File: src/hdl/nsi_pkg.sv
// ----------------------------------------------------------------------------
// nsi_pkg: shared types and constants of the non-uniform Simpson integrator
// Number formats, datapath widths, command codes and the front-to-back
// command record.
// ----------------------------------------------------------------------------
package nsi_pkg;

	localparam int FRAC_BITS = 16;
	// numerator scaling from 2*FRAC_BITS to 64 fractional bits
	localparam int SCALE_SH  = 2 * (32 - FRAC_BITS);
	localparam int TRAP_SH   = SCALE_SH - 1;
	localparam int TRAP_LIM  = 64 - SCALE_SH;

	localparam int X_W    = 32;
	localparam int ACC_W  = 64;
	localparam int MA_W   = 100;
	localparam int MB_W   = 36;
	localparam int MP_W   = MA_W + MB_W;
	localparam int T_W    = 66;
	localparam int NUM_W  = 134;
	localparam int DEN_W  = 67;
	localparam int DIVN_W = NUM_W + SCALE_SH;
	localparam int Q_W    = 64;

	localparam int QUEUE_DEPTH = 2;
	localparam int QPTR_W      = 1;
	localparam int QCNT_W      = 2;

	// operation of one kept sample
	localparam logic [1:0] OP_NONE = 2'd0;
	localparam logic [1:0] OP_TRAP = 2'd1;
	localparam logic [1:0] OP_SIMP = 2'd2;

	// what to report at the end of a line
	localparam logic [1:0] END_ZERO = 2'd0;
	localparam logic [1:0] END_EVEN = 2'd1;
	localparam logic [1:0] END_HALF = 2'd2;

	typedef struct packed {
		logic [1:0]            op;
		logic                  odd_sum;
		logic                  last;
		logic [1:0]            end_kind;
		logic signed [X_W-1:0] x0;
		logic signed [X_W-1:0] f0;
		logic signed [X_W-1:0] x1;
		logic signed [X_W-1:0] f1;
		logic signed [X_W-1:0] x2;
		logic signed [X_W-1:0] f2;
	} cmd_t;

endpackage

File: src/hdl/nsi_queue.sv
// ----------------------------------------------------------------------------
// nsi_queue: command queue between front and back end
// Two-entry FIFO so that intake and arithmetic stall independently.
// ----------------------------------------------------------------------------
module nsi_queue (
	input  logic          clk,
	input  logic          arst_n,
	input  logic          push,
	input  nsi_pkg::cmd_t push_cmd,
	output logic          full,
	input  logic          pop,
	output nsi_pkg::cmd_t head,
	output logic          empty
);

	nsi_pkg::cmd_t                mem [nsi_pkg::QUEUE_DEPTH];
	logic [nsi_pkg::QPTR_W-1:0]   wr_ptr_q, rd_ptr_q;
	logic [nsi_pkg::QCNT_W-1:0]   count_q;

	assign full  = (count_q == nsi_pkg::QCNT_W'(nsi_pkg::QUEUE_DEPTH));
	assign empty = (count_q == '0);
	assign head  = mem[rd_ptr_q];

	always_ff @(posedge clk) begin
		if (push)
			mem[wr_ptr_q] <= push_cmd;
	end

	always_ff @(posedge clk or negedge arst_n) begin
		if (!arst_n) begin
			wr_ptr_q <= '0;
			rd_ptr_q <= '0;
			count_q  <= '0;
		end else begin
			if (push)
				wr_ptr_q <= wr_ptr_q + 1'b1;
			if (pop)
				rd_ptr_q <= rd_ptr_q + 1'b1;
			if (push && !pop)
				count_q <= count_q + 1'b1;
			else if (pop && !push)
				count_q <= count_q - 1'b1;
		end
	end

endmodule

File: config.mk
export PLATFORM = sky130hd
export DESIGN_NAME = nsi_queue
export DESIGN_NICKNAME = d
export VERILOG_FILES = /design/src/hdl/nsi_pkg.sv /design/src/hdl/nsi_queue.sv
export SDC_FILE = /design/constraint.sdc
export NUM_CORES = 1
export LEC_CHECK = 0
export BUFFER_PORTS_ARGS = -buffer_cell sky130_fd_sc_hd__buf_2
export CORE_ASPECT_RATIO = 1.4
export CORE_MARGIN = 1
export CORE_UTILIZATION = 52
export DETAILED_ROUTE_END_ITERATION = 8
export PLACE_DENSITY = 0.9
export SETUP_SLACK_MARGIN = 0.05
export SYNTH_ARGS = -nofsm -noshare
export SYNTH_HDL_FRONTEND = slang
export SYNTH_SLANG_ARGS = --single-unit
File: constraint.sdc
create_clock -name clk -period 11.4 [get_ports clk]
set_clock_uncertainty 0.2 [all_clocks]
set_input_delay 1.14 -clock clk [delete_from_list [all_inputs] [get_ports clk]]
set_output_delay 1.14 -clock clk [all_outputs]
set_load 0.02 [all_outputs]
# Word level (Yosys, flattened, before mapping)
# Memories as Yosys holds them, arrays and structs flattened.
# Cells that the tools add are included.
[word_totals] ff_bits=4 ramBits=396 input_bits=202 output_inout_bits=200 word_cells=19 memories=1
[mem_list] name="mem" depth=2 word_bits=198 rd=1 rd_clocked_by_memory_dff=0 write_ports=1 line="nsi_queue.sv:16" source="nsi_pkg::cmd_t mem [nsi_pkg::QUEUE_DEPTH];"
[classes] addsub=4 n_eq_ne=1 muxes=4 reduce_logical=6
[op_table] operator="2-bit two-way mux" n=2
[op_table] operator="1-bit adder, second input constant" n=2
[op_table] operator="2-bit by 1-bit adder with 2-bit output, second input constant" n=1
[op_table] operator="2-bit equality test, second input constant" n=1
[op_table] operator="1-bit logical AND" n=2
[op_table] operator="1-bit logical NOT" n=2
[op_table] operator="2-bit logical NOT" n=1
[op_table] operator="1-bit two-way mux" n=2
[op_table] operator="2-bit nonzero test" n=1
[op_table] operator="2-bit by 1-bit subtractor with 2-bit output, second input constant" n=1

# Depth between registers and ports, before layout
[logic_depth] depth_word=4 ltp_mapped=5 ltp_nobuf=5

# Least setup slack after synthesis
# OpenSTA, ideal clock, no wires.
[synth_path] path_kind="input to register" start="input port push" end="memory mem[0][0] (netlist name) (enable)" setup_ns=0.783 t_arrival_ns=9.678 required_ns=10.417 path_slack_ns=0.739 stages=1 path_buffers=0 path_cell_list="nor2b_1"
[synth_via] elab_chain_cells=2
[synth_rtl] element="start, declared" line="nsi_queue.sv:8" source="input logic push,"
[synth_rtl] element="1-bit two-way mux" line="nsi_queue.sv:25" source="if (push)"
[synth_rtl] element="1-bit two-way mux (not written as such)" line="nsi_queue.sv:26" source="mem[wr_ptr_q] <= push_cmd;"
[synth_rtl] element="end, declared" line="nsi_queue.sv:16"
# No other way between the ends.

==> impl_metrics.toml <==
[sta]
worstMarginPinSlew_ns = 1.05
fin_crit_ns = 4.76
setup_tns_ns = 0
final.period_utilization = 0.417
max_freq_mhz = 210
setup_viol_count_final = 0
drv_slew = 0
hold_violations = 0
relSlewSlack = 0.299
grt_setup_unrepaired = "false"

[synth]
synth_area_per_cell_um2 = 23.5
synth.area.top_cells = "edfxtp_1 80%, mux2_4 10%, mux2_2 7.4%, buf_6 1.1%, dfrtp_1 0.67%"
synth_top_area_frac = 0.799
syn_area_um2 = 14900
synth_largest_area_cell = "edfxtp_1"
async_flop_share = 0.0100
dominantRegCellSynth = "edfxtp_1"
yosysSeqAreaShare = 0.806
synth-warning-count = 0
ys_types = 13
synth-edff-count = 396
synth_commonest_cells = "396 x edfxtp_1, 100 x mux2_4, 98 x mux2_2, 14 x buf_6, 8 x buf_2"
synth_cells = 632
synth_nets = 835
synth_seq_cells = 400
yosysMostFrequentCell = "edfxtp_1"

[route]
avgViaCountPerCell = 5.10
wl_per_cell_um = 20.9
totalWireLength_um = 30800
drt_first_pass_iters = 4
final_antenna_net_count = 0
drt_iter0_drc = 362
drc = 0
vias = 7496

[critical_path]
startpoint_type = "register"
path_max_fanout = 67
end_kind = "output port"
worstReg2RegStart = "wr_ptr_q$_DFFE_PN0P_"
arrival_ns = 3.42
critical_path.startpoint = "rd_ptr_q$_DFFE_PN0P_"
worstPathRequired_ns = 10.06
critical_path_class = "reg2out"

[floorplanning]
initial_core_util = 0.535
dieArea_um2 = 29300
die-height_um = 202
core_um2 = 27800
die_w_um = 145
ioPinCount = 402
num_rows = 72

[cts]
clock_path_buffers = 3
cts_resized = 0
cts_buffers = 37
clkTransAtPathRegs_ns = 0.06
cts_hold_buf = 0
cts_root_buf = "clkbuf_16"
post-cts-setup-buffers = 0
worstSkewPairLatency_ns = 0.51
cts_tree = "yes"
ctsHtreeMaxLevel = 2
cts_num_sinks = 400

[global_routing]
grt_pass1_wl_um = 44700
overflow = 0
grt_pass1_vias = 7949
antenna_found_initial = 14
track_usage = 0.205
grt_max_degree = 77

[layout]
drive_above_1_share = 0.608
nFillCells = 1757
nNetsFinal = 1261
area_delta_synth_final_pct = 24.5

[pwr]
finalPower_mw = 4.92
power_density_nw_per_um2 = 265
power.leakage_nw = 7.25
vdd_drop_max_uv = 205

[outcome]
status = "complete, no violations"

[hold_path]
hp-class = "in2async"

[placed_design]
globalplace.congestion = 0.826
portBuffers = 401
hpwlAfterDp_um = 21000

[run]
cap_violations = 0
[worst paths after layout]
kind / endpoint / slack [ns] / cells after the start
worst max-delay path: head[160] / 6.64 / 4
worst min-delay path: count_q[1]$_DFFE_PN0P_ / 0.23 / 1
worst max register to register: mem[0][138]$_DFFE_PP_ / 8.49 / 3
worst min register to register: count_q[1]$_DFFE_PN0P_ / 0.33 / 1
max in group asynchronous: rd_ptr_q$_DFFE_PN0P_ / 10.63 / 1
min in group clk: count_q[1]$_DFFE_PN0P_ / 0.33 / 1
[per-stage QoR]
step	cell area, µm²	setup WS (ns)	instances	util	hold WS, ns
floorplan	14900	0.739	632	-	0.255
global placement	17200	7.27	1389	0.619	0.279
detailed placement	17200	7.20	1389	0.619	0.304
CTS	18500	6.64	1457	0.664	0.197
global route	18500	6.49	1468	0.665	0.205
finish	18500	6.64	1470	0.666	0.226
[logic make-up (layout without fill, tap and decap cells)]
logic type,after synthesis,in the layout,share of synthesized area
XOR/XNOR,5,5,0.00294
adder cells (fa/ha/maj),1,1,0.000841
buffers and inverters,23,478,0.0135
flip-flops,400,400,0.806
multiplexers,198,198,0.175
other,0,13,0
AND/OR/NAND/NOR,5,5,0.00177
[layout by cell type (no fill, tap or decap), types with 2 or more instances in the layout]
cell type | synthesis | routed
buf_2 | 8 | 401
edfxtp_1 | 396 | 396
mux2_4 | 100 | 100
mux2_2 | 98 | 98
clkbuf_16 | 0 | 39
diode_2 | 0 | 13
clkinv_1 | 0 | 10
buf_4 | 0 | 8
clkbuf_1 | 0 | 7
bufinv_16 | 0 | 6
xor2_1 | 4 | 4
dfrtp_1 | 4 | 3
nor2_1 | 2 | 2
clkinv_2 | 0 | 2
[layer usage]
| layer | vias to the layer above | part of all wire | global-route usage | wire, µm |
|---|---|---|---|---|
| li1 | 3392 | - | - | - |
| met3 | 76 | 0.062 | 0.0458 | 1910 |
| met4 | 2 | 0.043 | 0.117 | 1310 |
| met2 | 322 | 0.56 | 0.378 | 17200 |
| met5 | - | 0.00042 | 0 | 13 |
| met1 | 3704 | 0.34 | 0.214 | 10400 |
[flip-flops by register name (all words and copies together) (netlist names)]
register,cells
count_q,2
rd_ptr_q,1
mem,396
wr_ptr_q,1
[worst max-delay path: stages (launching register included)]
cell	delay, ns
dfrtp_4	0.57
buf_4	0.82
buf_4	0.79
mux2_2	0.42
buf_2	0.16
[cell type report]
type / count / area [µm²] / area share
clock inverter: 21 / 253 / 0.0136
multi-input combinational: 209 / 2700 / 0.146
timing repair buffer: 409 / 2070 / 0.112
sequential: 400 / 12000 / 0.647
tap: 370 / 463 / 0.0250
clock buffer: 47 / 1020 / 0.0548
inverter: 1 / 3.75 / 0.000203
antenna: 13 / 32.5 / 0.00176
[power breakdown]
group / switching, mW / total [mW] / internal [mW]
logic: 0.940 / 1.60 / 0.660
registers: 0.0864 / 2.04 / 1.96
clock network: 0.505 / 1.27 / 0.768
total: 1.53 / 4.92 / 3.38
(Power assumes the default switching activity.)
