--- config.mk ---
export PLATFORM = sky130hd
export DESIGN_NAME = nsi_front
export DESIGN_NICKNAME = d
export VERILOG_FILES = /design/src/hdl/nsi_pkg.sv /design/src/hdl/nsi_front.sv
export SDC_FILE = /design/constraint.sdc
export NUM_CORES = 1
export LEC_CHECK = 0
export BUFFER_PORTS_ARGS = -buffer_cell sky130_fd_sc_hd__buf_2
export CORE_UTILIZATION = 25
export DETAILED_ROUTE_END_ITERATION = 8
export HOLD_SLACK_MARGIN = 0.05
export PLACE_DENSITY = 0.47
export SKIP_LAST_GASP = 1
export SYNTH_ARGS = -nofsm -noshare
export SYNTH_HDL_FRONTEND = slang
export SYNTH_SLANG_ARGS = --single-unit
--- constraint.sdc ---
create_clock -name clk -period 1.5 [get_ports clk]
set_input_delay 0.075 -clock clk [delete_from_list [all_inputs] [get_ports clk]]
set_output_delay 0.075 -clock clk [all_outputs]
set_load 0.02 [all_outputs]
--- src/hdl/nsi_pkg.sv ---
// ----------------------------------------------------------------------------
// nsi_pkg: shared types and constants of the non-uniform Simpson integrator
// Number formats, datapath widths, command codes and the front-to-back
// command record.
// ----------------------------------------------------------------------------
package nsi_pkg;

	localparam int FRAC_BITS = 16;
	// numerator scaling from 2*FRAC_BITS to 64 fractional bits
	localparam int SCALE_SH  = 2 * (32 - FRAC_BITS);
	localparam int TRAP_SH   = SCALE_SH - 1;
	localparam int TRAP_LIM  = 64 - SCALE_SH;

	localparam int X_W    = 32;
	localparam int ACC_W  = 64;
	localparam int MA_W   = 100;
	localparam int MB_W   = 36;
	localparam int MP_W   = MA_W + MB_W;
	localparam int T_W    = 66;
	localparam int NUM_W  = 134;
	localparam int DEN_W  = 67;
	localparam int DIVN_W = NUM_W + SCALE_SH;
	localparam int Q_W    = 64;

	localparam int QUEUE_DEPTH = 2;
	localparam int QPTR_W      = 1;
	localparam int QCNT_W      = 2;

	// operation of one kept sample
	localparam logic [1:0] OP_NONE = 2'd0;
	localparam logic [1:0] OP_TRAP = 2'd1;
	localparam logic [1:0] OP_SIMP = 2'd2;

	// what to report at the end of a line
	localparam logic [1:0] END_ZERO = 2'd0;
	localparam logic [1:0] END_EVEN = 2'd1;
	localparam logic [1:0] END_HALF = 2'd2;

	typedef struct packed {
		logic [1:0]            op;
		logic                  odd_sum;
		logic                  last;
		logic [1:0]            end_kind;
		logic signed [X_W-1:0] x0;
		logic signed [X_W-1:0] f0;
		logic signed [X_W-1:0] x1;
		logic signed [X_W-1:0] f1;
		logic signed [X_W-1:0] x2;
		logic signed [X_W-1:0] f2;
	} cmd_t;

endpackage

--- src/hdl/nsi_front.sv ---
// ----------------------------------------------------------------------------
// nsi_front: request intake and classification
// Keeps the last two kept samples and the sample count class, and turns each
// request into a command for the arithmetic back end.
// ----------------------------------------------------------------------------
module nsi_front (
	input  logic                           clk,
	input  logic                           arst_n,
	input  logic                           cfg_wr_en,
	input  logic                           cfg_wr_data,
	input  logic                           in_valid,
	output logic                           in_stall,
	input  logic signed [nsi_pkg::X_W-1:0] coord,
	input  logic signed [nsi_pkg::X_W-1:0] sample,
	input  logic                           last,
	output logic                           q_push,
	output nsi_pkg::cmd_t                  q_cmd,
	input  logic                           q_full
);

	localparam logic [1:0] CNT_ZERO = 2'd0;
	localparam logic [1:0] CNT_ONE  = 2'd1;
	localparam logic [1:0] CNT_MANY = 2'd2;

	logic                           skip_q;
	logic                           dropped_q;
	logic [1:0]                     cnt_q;
	logic                           par_q;
	logic signed [nsi_pkg::X_W-1:0] x0_q, f0_q, x1_q, f1_q;
	logic                           fire, drop;

	assign in_stall = q_full;
	assign fire     = in_valid & ~q_full;
	assign drop     = skip_q & (cnt_q == CNT_ZERO) & ~dropped_q;
	assign q_push   = fire & (~drop | last);

	always_comb begin
		q_cmd.x0       = x0_q;
		q_cmd.f0       = f0_q;
		q_cmd.x1       = x1_q;
		q_cmd.f1       = f1_q;
		q_cmd.x2       = coord;
		q_cmd.f2       = sample;
		q_cmd.last     = last;
		q_cmd.odd_sum  = par_q;
		q_cmd.op       = nsi_pkg::OP_NONE;
		q_cmd.end_kind = nsi_pkg::END_ZERO;
		if (!drop) begin
			unique case (cnt_q)
				CNT_ZERO: q_cmd.op = nsi_pkg::OP_NONE;
				CNT_ONE:  q_cmd.op = nsi_pkg::OP_TRAP;
				default:  q_cmd.op = nsi_pkg::OP_SIMP;
			endcase
			if (par_q)
				q_cmd.end_kind = nsi_pkg::END_HALF;
			else if (cnt_q != CNT_ZERO)
				q_cmd.end_kind = nsi_pkg::END_EVEN;
		end
	end

	always_ff @(posedge clk or negedge arst_n) begin
		if (!arst_n) begin
			skip_q    <= 1'b0;
			dropped_q <= 1'b0;
			cnt_q     <= CNT_ZERO;
			par_q     <= 1'b0;
			x0_q      <= '0;
			f0_q      <= '0;
			x1_q      <= '0;
			f1_q      <= '0;
		end else begin
			if (cfg_wr_en)
				skip_q <= cfg_wr_data;
			if (fire) begin
				if (last) begin
					dropped_q <= 1'b0;
					cnt_q     <= CNT_ZERO;
					par_q     <= 1'b0;
					x0_q      <= '0;
					f0_q      <= '0;
					x1_q      <= '0;
					f1_q      <= '0;
				end else if (drop) begin
					dropped_q <= 1'b1;
				end else begin
					x0_q  <= x1_q;
					f0_q  <= f1_q;
					x1_q  <= coord;
					f1_q  <= sample;
					par_q <= ~par_q;
					cnt_q <= (cnt_q == CNT_ZERO) ? CNT_ONE : CNT_MANY;
				end
			end
		end
	end

endmodule

== Word-level counts from Yosys, hierarchy flattened ==
Cells that the tools add are included.
Storage, ports and cells
  register bits after elaboration: 133
  bits of input ports: 71
  output and inout port bits: 200
  word-level logic and storage cells: 44
Operators by class
  bitwise logic cells: 9
  eq/ne operators: 2
  reduce and logical (&&, ||, !) cells: 5
  multiplexer cells: 20
Operator list (count)
  32-bit two-way mux: 8
  2-bit two-way mux: 6
  1-bit two-way mux: 5
  1-bit bitwise AND: 4
  1-bit NOT: 4
  2-bit one-hot mux with 2 select lines: 1
  2-bit AND reduction: 2
  2-bit nonzero test: 2
  2-bit by 1-bit equality test with 1-bit output (second input constant): 1
  2-bit zero test: 1
  2-bit inequality test (second input constant): 1
  1-bit bitwise OR: 1

== Longest topological paths before layout ==
Gate-level depths: netlist of run 1.
  depth after elaboration: 6
  gate-level depth with buffers: 6

== Least setup slack after synthesis of run 1 ==
OpenSTA, ideal clock, no wires.
  path type: register to register
  from: reg cnt_q[1]
  to: reg x0_q[28] (netlist name)
  clock period less this slack: 1.511 ns
  arrival: 1.385 ns
  library setup time: 0.126 ns
  buffers on the path: 2
  path slack: -0.011 ns
  stages on the path, launching flop included: 6
  cell sequence: dfrtp_1 nor4b_2 nor2_1 buf_6 buf_6 a221o_1
On the way
  cells in the longest elaborated chain, start to end: 5
RTL lines
  from (decl): line nsi_front.sv:27  | logic [1:0] cnt_q;
  from (signal assigned): line nsi_front.sv:91  | cnt_q <= (cnt_q == CNT_ZERO) ? CNT_ONE : CNT_MANY;
  2-bit zero test: line nsi_front.sv:34  | assign drop = skip_q & (cnt_q == CNT_ZERO) & ~dropped_q;
  1-bit bitwise AND (2 in series): line nsi_front.sv:34
  2-bit inequality test (no line)
  2-bit AND reduction (no line)
  to (signal assigned): line nsi_front.sv:86  | x0_q <= x1_q;
  to (decl): line nsi_front.sv:29  | logic signed [nsi_pkg::X_W-1:0] x0_q, f0_q, x1_q, f1_q;
No other way between the ends.
A chain may end at the register's enable or synchronous reset.

== Worst setup path in the final report of run 1 ==
  from: reg skip_q
  to: reg x0_q[19] (netlist name)
On the way
  cells in the longest elaborated chain, start to end: 4
RTL lines
  from (decl): line nsi_front.sv:25  | logic skip_q;
  from (signal assigned): line nsi_front.sv:73  | skip_q <= cfg_wr_data;
  1-bit bitwise AND (2 in series): line nsi_front.sv:34
  2-bit inequality test (no line)
  2-bit AND reduction (no line)
No other way between the ends.

==> results.md, run 1 <==
- Relative to the synthesized area, the layout overhead comes to 57.0%.
- The area of placed instances is 0.00813 sq mm.
- The worst setup path startpoint is skip_q.
- TritonCTS built the clock tree.
- Derived from the worst setup path, the maximum achievable clock frequency is approximately 0.56 GHz.
- The final weighted congestion of routability-driven global placement is slightly above 0.7.
- The number of max-slew violations in the final report is 0.
- In this run the power spent charging and discharging nets is 6590 uW.
- The total internal power is 11400 uW.
- The first TritonRoute pass finished after 5 iterations.
- The register-to-register setup slack is -0.28 ns.
- The routed design has 26400 um of wire.
- Yosys printed 0 warnings.
- At the later pin of the worst-skew pair, clock insertion delay measures around 0.4 ns.
- The startpoint identified for the worst register-to-register timing path is skip_q.
- The global-route usage over all layers is 18.9%.
- The combinational share of power is between 40% and 50%.
- The filler cells instantiated in the layout total around 2500.
- In this run the worst path has a maximum fanout of 8.
- The synthesized design spends more area on one cell type than any other, namely dfrtp_1.
- In the final routed layout, each cell accounts on average for between 15 and 20 um.
- During placement, the flow inserted port buffers numbering 270.
- The end point of the critical path is x0_q[19].
- The clock skew after layout is 0.00946 ns.
- The normalized max-slew margin is a little under three fifths.
- STA classifies the critical path endpoint as a flop.
- The share of synthesized registers carrying an async set or reset is 100%.
- The transition at the pin with the smallest max-transition slack is 0.664 ns.
- The reported max-cap violation count is 0.
- Measured in cells, the most critical reg-to-reg path has a length of 8.
- The count of vias placed by the detailed router is between 6000 and 7000.
- The number of ports placed on the die boundary is 271.
- The DRC violation count after routing is 0.
- The first routing iteration left 303 violations.
- The initial cell density of the core is 25.8%.
- Entering global routing, the biggest net connects 61 pins.
- The proportion of layout cells with a drive suffix above 1 is 40.4%.
- The routed design uses 13400 um of met2 wire.
- Buffers inserted during clock tree synthesis total 17.
- The number of nets handed over by synthesis was 738.
- Hold timing on the final database bottoms out at a slack of 0.144 ns.
- Setup repair after global routing could not meet its margin everywhere.
- The maximum buffer depth of the clock tree is 2.
- The average cell area after synthesis is 10.2 sq um.
- The distinct cell type count after synthesis is 27.
- The power share of the clock group is 27.2%.
- The final hold violation count came to 0.
- In the synthesized netlist the dominant register cell turns out to be dfrtp_1.
- The tree built by TritonCTS fans out to 133 sinks.
- The switching part of the total power is 36.6%.
- For the finished layout, the period the worst path requires is 1.78 ns.
- After synthesis the cells add up to about 0.007 sq mm.
- The met3 routed wirelength is 957 um.
- The post-detailed-route via-to-cell ratio is 4.87.
- The capture instance of the worst register-to-register path is x0_q[19].
- The share of synthesized area occupied by flip-flops and latches is approximately half.
- The final net count is ~1000.
- After detailed routing, the wire length on met1 is about 12000 um.
- The count of flip-flops with a built-in enable after synthesis is 0.
- Clock-pin slew was measured on the worst setup and hold paths at 0.06 ns.
- The first global-routing pass estimated 39700 um of wire.
- The residual overflow from global routing is 0.
- The final antenna-violating net count is 0.
- The data arrival time at the worst-slack endpoint is 2.07 ns.
- The finished cells cover 0.0107 sq mm.
- The initial antenna violation count was 0.
- The largest vdd supply drop is 0.659 mV.
- The root buffer selected by CTS is clkbuf_16.
- By area the synthesized netlist is led by dfrtp_1, a221o_1, buf_4, a22oi_1, nor2b_1.
- The highest layer touched by signal routing is met4.
- The endpoint required time on the critical path is between 1.5 and 2 ns.
- The power per cell area is 1690 mW/mm^2.
- The least setup slack across all paths after layout is -0.281 ns.
- The number of cells produced by synthesis is 667.
- The maximum level of the CTS H-tree is 4.
- The wire-length estimate of the detail-placed layout is 14000 um.
- The number of failing setup endpoints in the final timing report is between 100 and 150.
- Measured along the y axis, the die boundary spans 167 um.
- The fraction of post-synthesis cell area in the top cell type by area is 49.0%.
- The via count of the first global-routing pass is about 6400.
- In this run, synthesis produced a sequential element count of between 100 and 150.
- The critical path in this run is classified as flop to flop.
- The flow ran to the end, but the final reports show violations.
- The checks that failed: setup timing.
- Row generation in the floorplan step produced 59 rows.
- The kind of start point of the critical path is a flop.
- The part of the power in registers is between 30% and 40%.
- In the finished design, the share of the clock period the worst path needs comes to 119%.
- The region available for standard cell placement spans 0.0264 sq mm.
- The floorplan step set the die width to 167 um.
- The analysis attributes to cell leakage a power of 0.00541 uW.
- The worst hold path class is input pin to flop.
- The die covers 0.0278 sq mm.
worst max-delay path: stages (launching register included):
cell	delay, ns
dfrtp_1	0.41
nor4b_4	0.15
buf_6	0.13
buf_12	0.12
buf_4	0.13
buf_12	0.14
buf_16	0.14
and3_1	0.17
a221o_1	0.26
layout by cell type, fill, tap and decap left out, types with 18 or more instances in the layout:
| cell | count |
|---|---|
| clkbuf_16 | 18 |
| nor2b_1 | 65 |
| buf_2 | 266 |
| dfrtp_1 | 133 |
| a22oi_1 | 62 |
| a221o_1 | 64 |
| o21ai_1 | 60 |
| buf_4 | 29 |
| dlygate4sd3_1 | 67 |
| nand2_1 | 64 |
| buf_16 | 24 |
| buf_12 | 24 |
| and3_1 | 60 |
how the worst min path moves through the flow:
stage	from	end	slack [ns]	depth (start not counted)
after floorplan	arst_n	cnt_q[0]	-0.22	0
after global placement	arst_n	x1_q[17]	0.03	1
after detailed placement	arst_n	x1_q[17]	0.03	1
after CTS	in_valid	x1_q[31]	0.13	4
after global routing	arst_n	x1_q[15]	0.17	2
final	in_valid	x1_q[31]	0.14	4
per-stage QoR:
| step | worst slack [ns] | total power, uW | util, % | instances | TNS, ns |
|---|---|---|---|---|---|
| floorplan | 0.00276 | 9110 | - | 667 | 0 |
| global placement | -0.0913 | 11200 | 30.8 | 1174 | -7.24 |
| detailed placement | -0.131 | 11200 | 30.8 | 1174 | -11.74 |
| CTS | -0.314 | 18200 | 40.5 | 1327 | -28.83 |
| global route | -0.344 | 18800 | 40.5 | 1326 | -35.22 |
| finish | -0.281 | 18000 | 40.5 | 1327 | -27.93 |
cell usage after synthesis (4+ instances only):
cell	instances
and3_1	64
dfrtp_1	133
a221o_1	64
buf_2	14
o21ai_0	4
buf_4	68
nand2_1	64
a22oi_1	63
clkbuf_1	35
buf_6	12
o21ai_1	60
nor2b_1	65
repair_timing:
item                                    in CTS  in global routing
pin swaps                                    3                  1
gates resized for setup                     47                  5
endpoints found under the hold margin      198                  0
endpoints found under the setup margin     133                134
setup buffers                               28                  0
cloned                                      26                  1
hold buffers                                67                  0
flip-flops by register name (all words and copies together) (netlist names):
name       count
f0_q          32
f1_q          32
x0_q          32
x1_q          32
cnt_q          2
dropped_q      1
par_q          1
skip_q         1
power groups by stage:
stage	clock, uW	sequential [uW]	combinational, uW
after global routing	5130	5650	8060
after global placement	0	5520	5680
after floorplan	0	6720	2390
final	4890	5490	7600
after CTS	5000	5480	7730
after detailed placement	0	5530	5710
metal layers:
metal,vias up,global-route usage (%)
met3,28,2.76
met1,3212,24.0
li1,3035,-
met5,-,0
met4,0,5.60
met2,187,33.1
cell type report:
| class | count | area [sq um] | area share (%) |
|---|---|---|---|
| repair buffers | 421 | 3530 | 33.1 |
| flip-flops and latches | 133 | 3330 | 31.2 |
| multi-input cells | 403 | 2700 | 25.3 |
| clock buffers | 20 | 457 | 4.28 |
| well taps | 335 | 419 | 3.93 |
| clock inverters | 12 | 225 | 2.11 |
| inverters | 2 | 10.0 | 0.0938 |
| diodes | 1 | 2.50 | 0.0235 |
logic make-up (layout without fill, tap and decap cells):
kind of cell | count (synthesis) | after routing | share of synthesized area (%)
AOI/OAI and AO/OA | 198 | 198 | 21.8
buffers and inverters | 132 | 455 | 12.6
DFF | 133 | 133 | 49.0
muxes | 1 | 1 | 0.166
other | 0 | 1 | 0
and+or+nand+nor | 203 | 204 | 16.4
Power figures use the tool's default switching activity.
==> run 2, diff against run 1 <==
--- a/config.mk
+++ b/config.mk
@@ -6,8 +6,10 @@
 export NUM_CORES = 1
 export LEC_CHECK = 0
 export BUFFER_PORTS_ARGS = -buffer_cell sky130_fd_sc_hd__buf_2
+export CORE_ASPECT_RATIO = 0.6
 export CORE_UTILIZATION = 25
 export DETAILED_ROUTE_END_ITERATION = 8
+export GPL_TIMING_DRIVEN = 0
 export HOLD_SLACK_MARGIN = 0.05
 export PLACE_DENSITY = 0.47
 export SKIP_LAST_GASP = 1
==> results.md, run 2 (same netlist as run 1, synthesis figures left out) <==
- The flow ran to the end, but the final reports show violations.
- The final reports fail on setup timing.
- For this block, the routed nets add up to 26700 um of wire.
- In the final routed layout, each cell accounts on average for 18.8 um.
- The final weighted congestion of routability-driven global placement is around 0.74.
- Final hold analysis gives a worst-case slack of 0.0951 ns.
- The initial antenna violation count is 0.
- The setup slack at placement is -0.558 ns.
- The via count of the first global-routing pass came to between 6000 and 7000.
- The count of vias placed by the detailed router is between 6000 and 7000.
- The floorplan step set the die width to 215 um.
- The final cycle utilization of the critical path is 122%.
- After global routing the overflow that remains totals 0.
- Timing would allow up to ~0.55 GHz.
- Summed over all failing endpoints, the final setup total negative slack is -28.77 ns.
- The first routing iteration left 382 violations.
- The share of total power dissipated in sequential elements is approximately a third.
- The tree is rooted in a clkbuf_16.
- For this design the total switching power over the nets is 6370 uW.
- The commonest non-fill, non-tap cell in the layout is buf_2.
- The worst setup path category is flop to primary output.
- The initial cell density of the core is 25.6%.
- The area of placed instances is 0.00863 sq mm.
- VDD sags by at most 0.726 mV.
- The worst hold path class is input pin to flop.
- On the critical path, the stage with the largest delay is an instance of or4b_4.
- Entering global routing, the biggest net connects 79 pins.
- In this run the count of I/O pins placed on the die edge is 271.
- Setup repair after global routing could not meet its margin everywhere.
- The shortest period the worst path allows is 1.83 ns.
- Counting along the longest clock path gives a buffer depth of 2.
- The filler cell count is 2684.
- Power spread over the standard cell area amounts to 1630 mW/mm^2.
- The wire length of the first global-routing pass is approximately 39000 um.
- The endpoint kind of the worst setup timing path is a primary output.
- The area added between synthesis and finish is 54.2%.
- The DRC violation count after routing is 0.
- The number of clock sinks seen by CTS is 133.
- In this run switching power makes up 37.3% of total power.
- After legalization and detailed placement, the total HPWL measured 18100 um.
- The internal power of the cells totals 10700 uW.
- The share of total power dissipated in the clock network is 28.7%.
- Global routing used a little under a fifth of the available tracks across all layers.
- The die is 130 um tall.
- The final standard cell area without fillers is 0.0105 sq mm.
- The normalized max-slew margin is 55.4%.
- The data arrival time at the worst-slack endpoint is between 1.5 and 2 ns.
- The clock tree from TritonCTS is built.
- The number of failing setup endpoints in the final timing report is 134.
- The kind of start point of the critical path is a flop.
- Combinational logic is responsible for 39.0% of the overall power.
- The post-detailed-route via-to-cell ratio is 4.67.
- For this run, the share of the core covered by cells in the final layout is 39.5%.
- In this run, CTS created clock tree buffers numbering 17.
- The die covers 0.0279 sq mm.
- The reported max-cap violation count is 0.
- The library cells used most frequently in the layout, excluding fill and tap cells, are buf_2, dfrtp_1, buf_4.
- The total area of multi-input combinational cells is 0.00266 sq mm.
- The final antenna-violating net count is 0.
- The final net count is 1118.
- The endpoint required time on the critical path is roughly 1.4 ns.
- The least setup slack across all paths after layout is -0.330 ns.
- In this run the worst path has a maximum fanout of 4.
- After floorplanning, the core was divided into 46 placement rows.
- The number of max-slew violations in the final report came to 0.
- The signal on the critical path passes through or4b_4 -> o21ai_4 -> inv_2 -> buf_6.
- The maximum single-stage delay on the critical path is between 0.5 and 0.6 ns.
- The core area is 0.0265 sq mm.
- The critical path's top delay family is simple AND/OR/NAND/NOR gates.
- The transition at the pin with the smallest max-transition slack is around 0.67 ns.
- After clock tree synthesis, the clock-pin slew on the worst setup and hold paths is 0.06 ns.
- 0 antenna diodes ended up in the layout.
- Before antenna repair, the detailed router went through 5 iterations.
- The port buffer count is 270.
- The final hold violation count is 0.
- Between clock sinks in the finished design, the worst skew comes to 0.00709 ns.
- CTS built an H-tree with a depth of 4.
- The leakage power total is 0.00539 uW.
- The critical path buffer and inverter count is 2.
- The source-to-sink clock delay at the later pin of the worst-skew pair is 0.44 ns.
- The proportion of layout cells with a drive suffix above 1 is 41.0%.
- The area taken by flip-flops and latches is 0.00333 sq mm.
==> run 2: cell types whose count changed in the layout (fill, tap and decap cells not counted), sizes merged <==
cell,before,now
nor2,4,3
buf,352,386
clkbuf,21,58
clkinvlp,0,3
diode,1,0
bufbuf,1,0
clkinv,6,3
==> run 2: path summary, 6_finish.rpt <==
kind | start | to | slack, ns | depth (start not counted)
worst max-delay path | cnt_q[0] | q_push | -0.33 | 4
worst min-delay path | q_full | cnt_q[1] | 0.1 | 3
worst max register to register | cnt_q[0] | f1_q[24] | -0.29 | 4
worst min register to register | x1_q[28] | x1_q[28] | 0.50 | 1
max in group asynchronous | arst_n | f1_q[27] | 0.50 | 3
min in group asynchronous | arst_n | x1_q[24] | 0.18 | 2
==> run 2: worst min-delay path, delay by kind of cell <==
family / cells / cell delay (ns)
simple gates: 1 / 0.13
buf+inv: 1 / 0.10
compound gates: 1 / 0.18
==> run 2: cell type report <==
class                   instances  area share [%]
multi-input cells             402            25.3
inverters                       2          0.0716
repair buffers                361            22.7
clock inverters                12            2.15
clock buffers                  20            4.36
plain buffers                 130            9.34
flip-flops and latches        133            31.8
well taps                     360            4.30
==> run 2: layer usage <==
| layer | up-vias | track usage [%] | wire [um] |
|---|---|---|---|
| met3 | 18 | 4.92 | 1620 |
| met2 | 216 | 25.8 | 11100 |
| met4 | 0 | 5.29 | 269 |
| li1 | 3162 | - | - |
| met5 | - | 0 | 0 |
| met1 | 3234 | 28.2 | 13700 |
==> run 2: power groups by stage <==
| stage | Clock, uW | Sequential [uW] | Combinational, uW |
|---|---|---|---|
| after floorplan | 0 | 6720 | 2390 |
| after global routing | 5180 | 5680 | 7170 |
| after detailed placement | 0 | 5570 | 5970 |
| after CTS | 5020 | 5500 | 6230 |
| after global placement | 0 | 5530 | 5950 |
| final | 4910 | 5520 | 6670 |
==> run 2: repair_timing <==
action                                  in CTS  in global routing
endpoints found under the hold margin      120                  0
resized for setup                           11                 80
endpoints found under the setup margin     132                135
hold buffers                                67                  0
cloned                                       0                  8
buffers inserted                             4                 11
pin swaps                                    1                  3
==> run 2: stage by stage <==
step | power (uW) | std cells
finish | 17100 | 1420
global route | 18000 | 1420
CTS | 16800 | 1401
detailed placement | 11500 | 1298
global placement | 11500 | 1297
floorplan | 9110 | 667
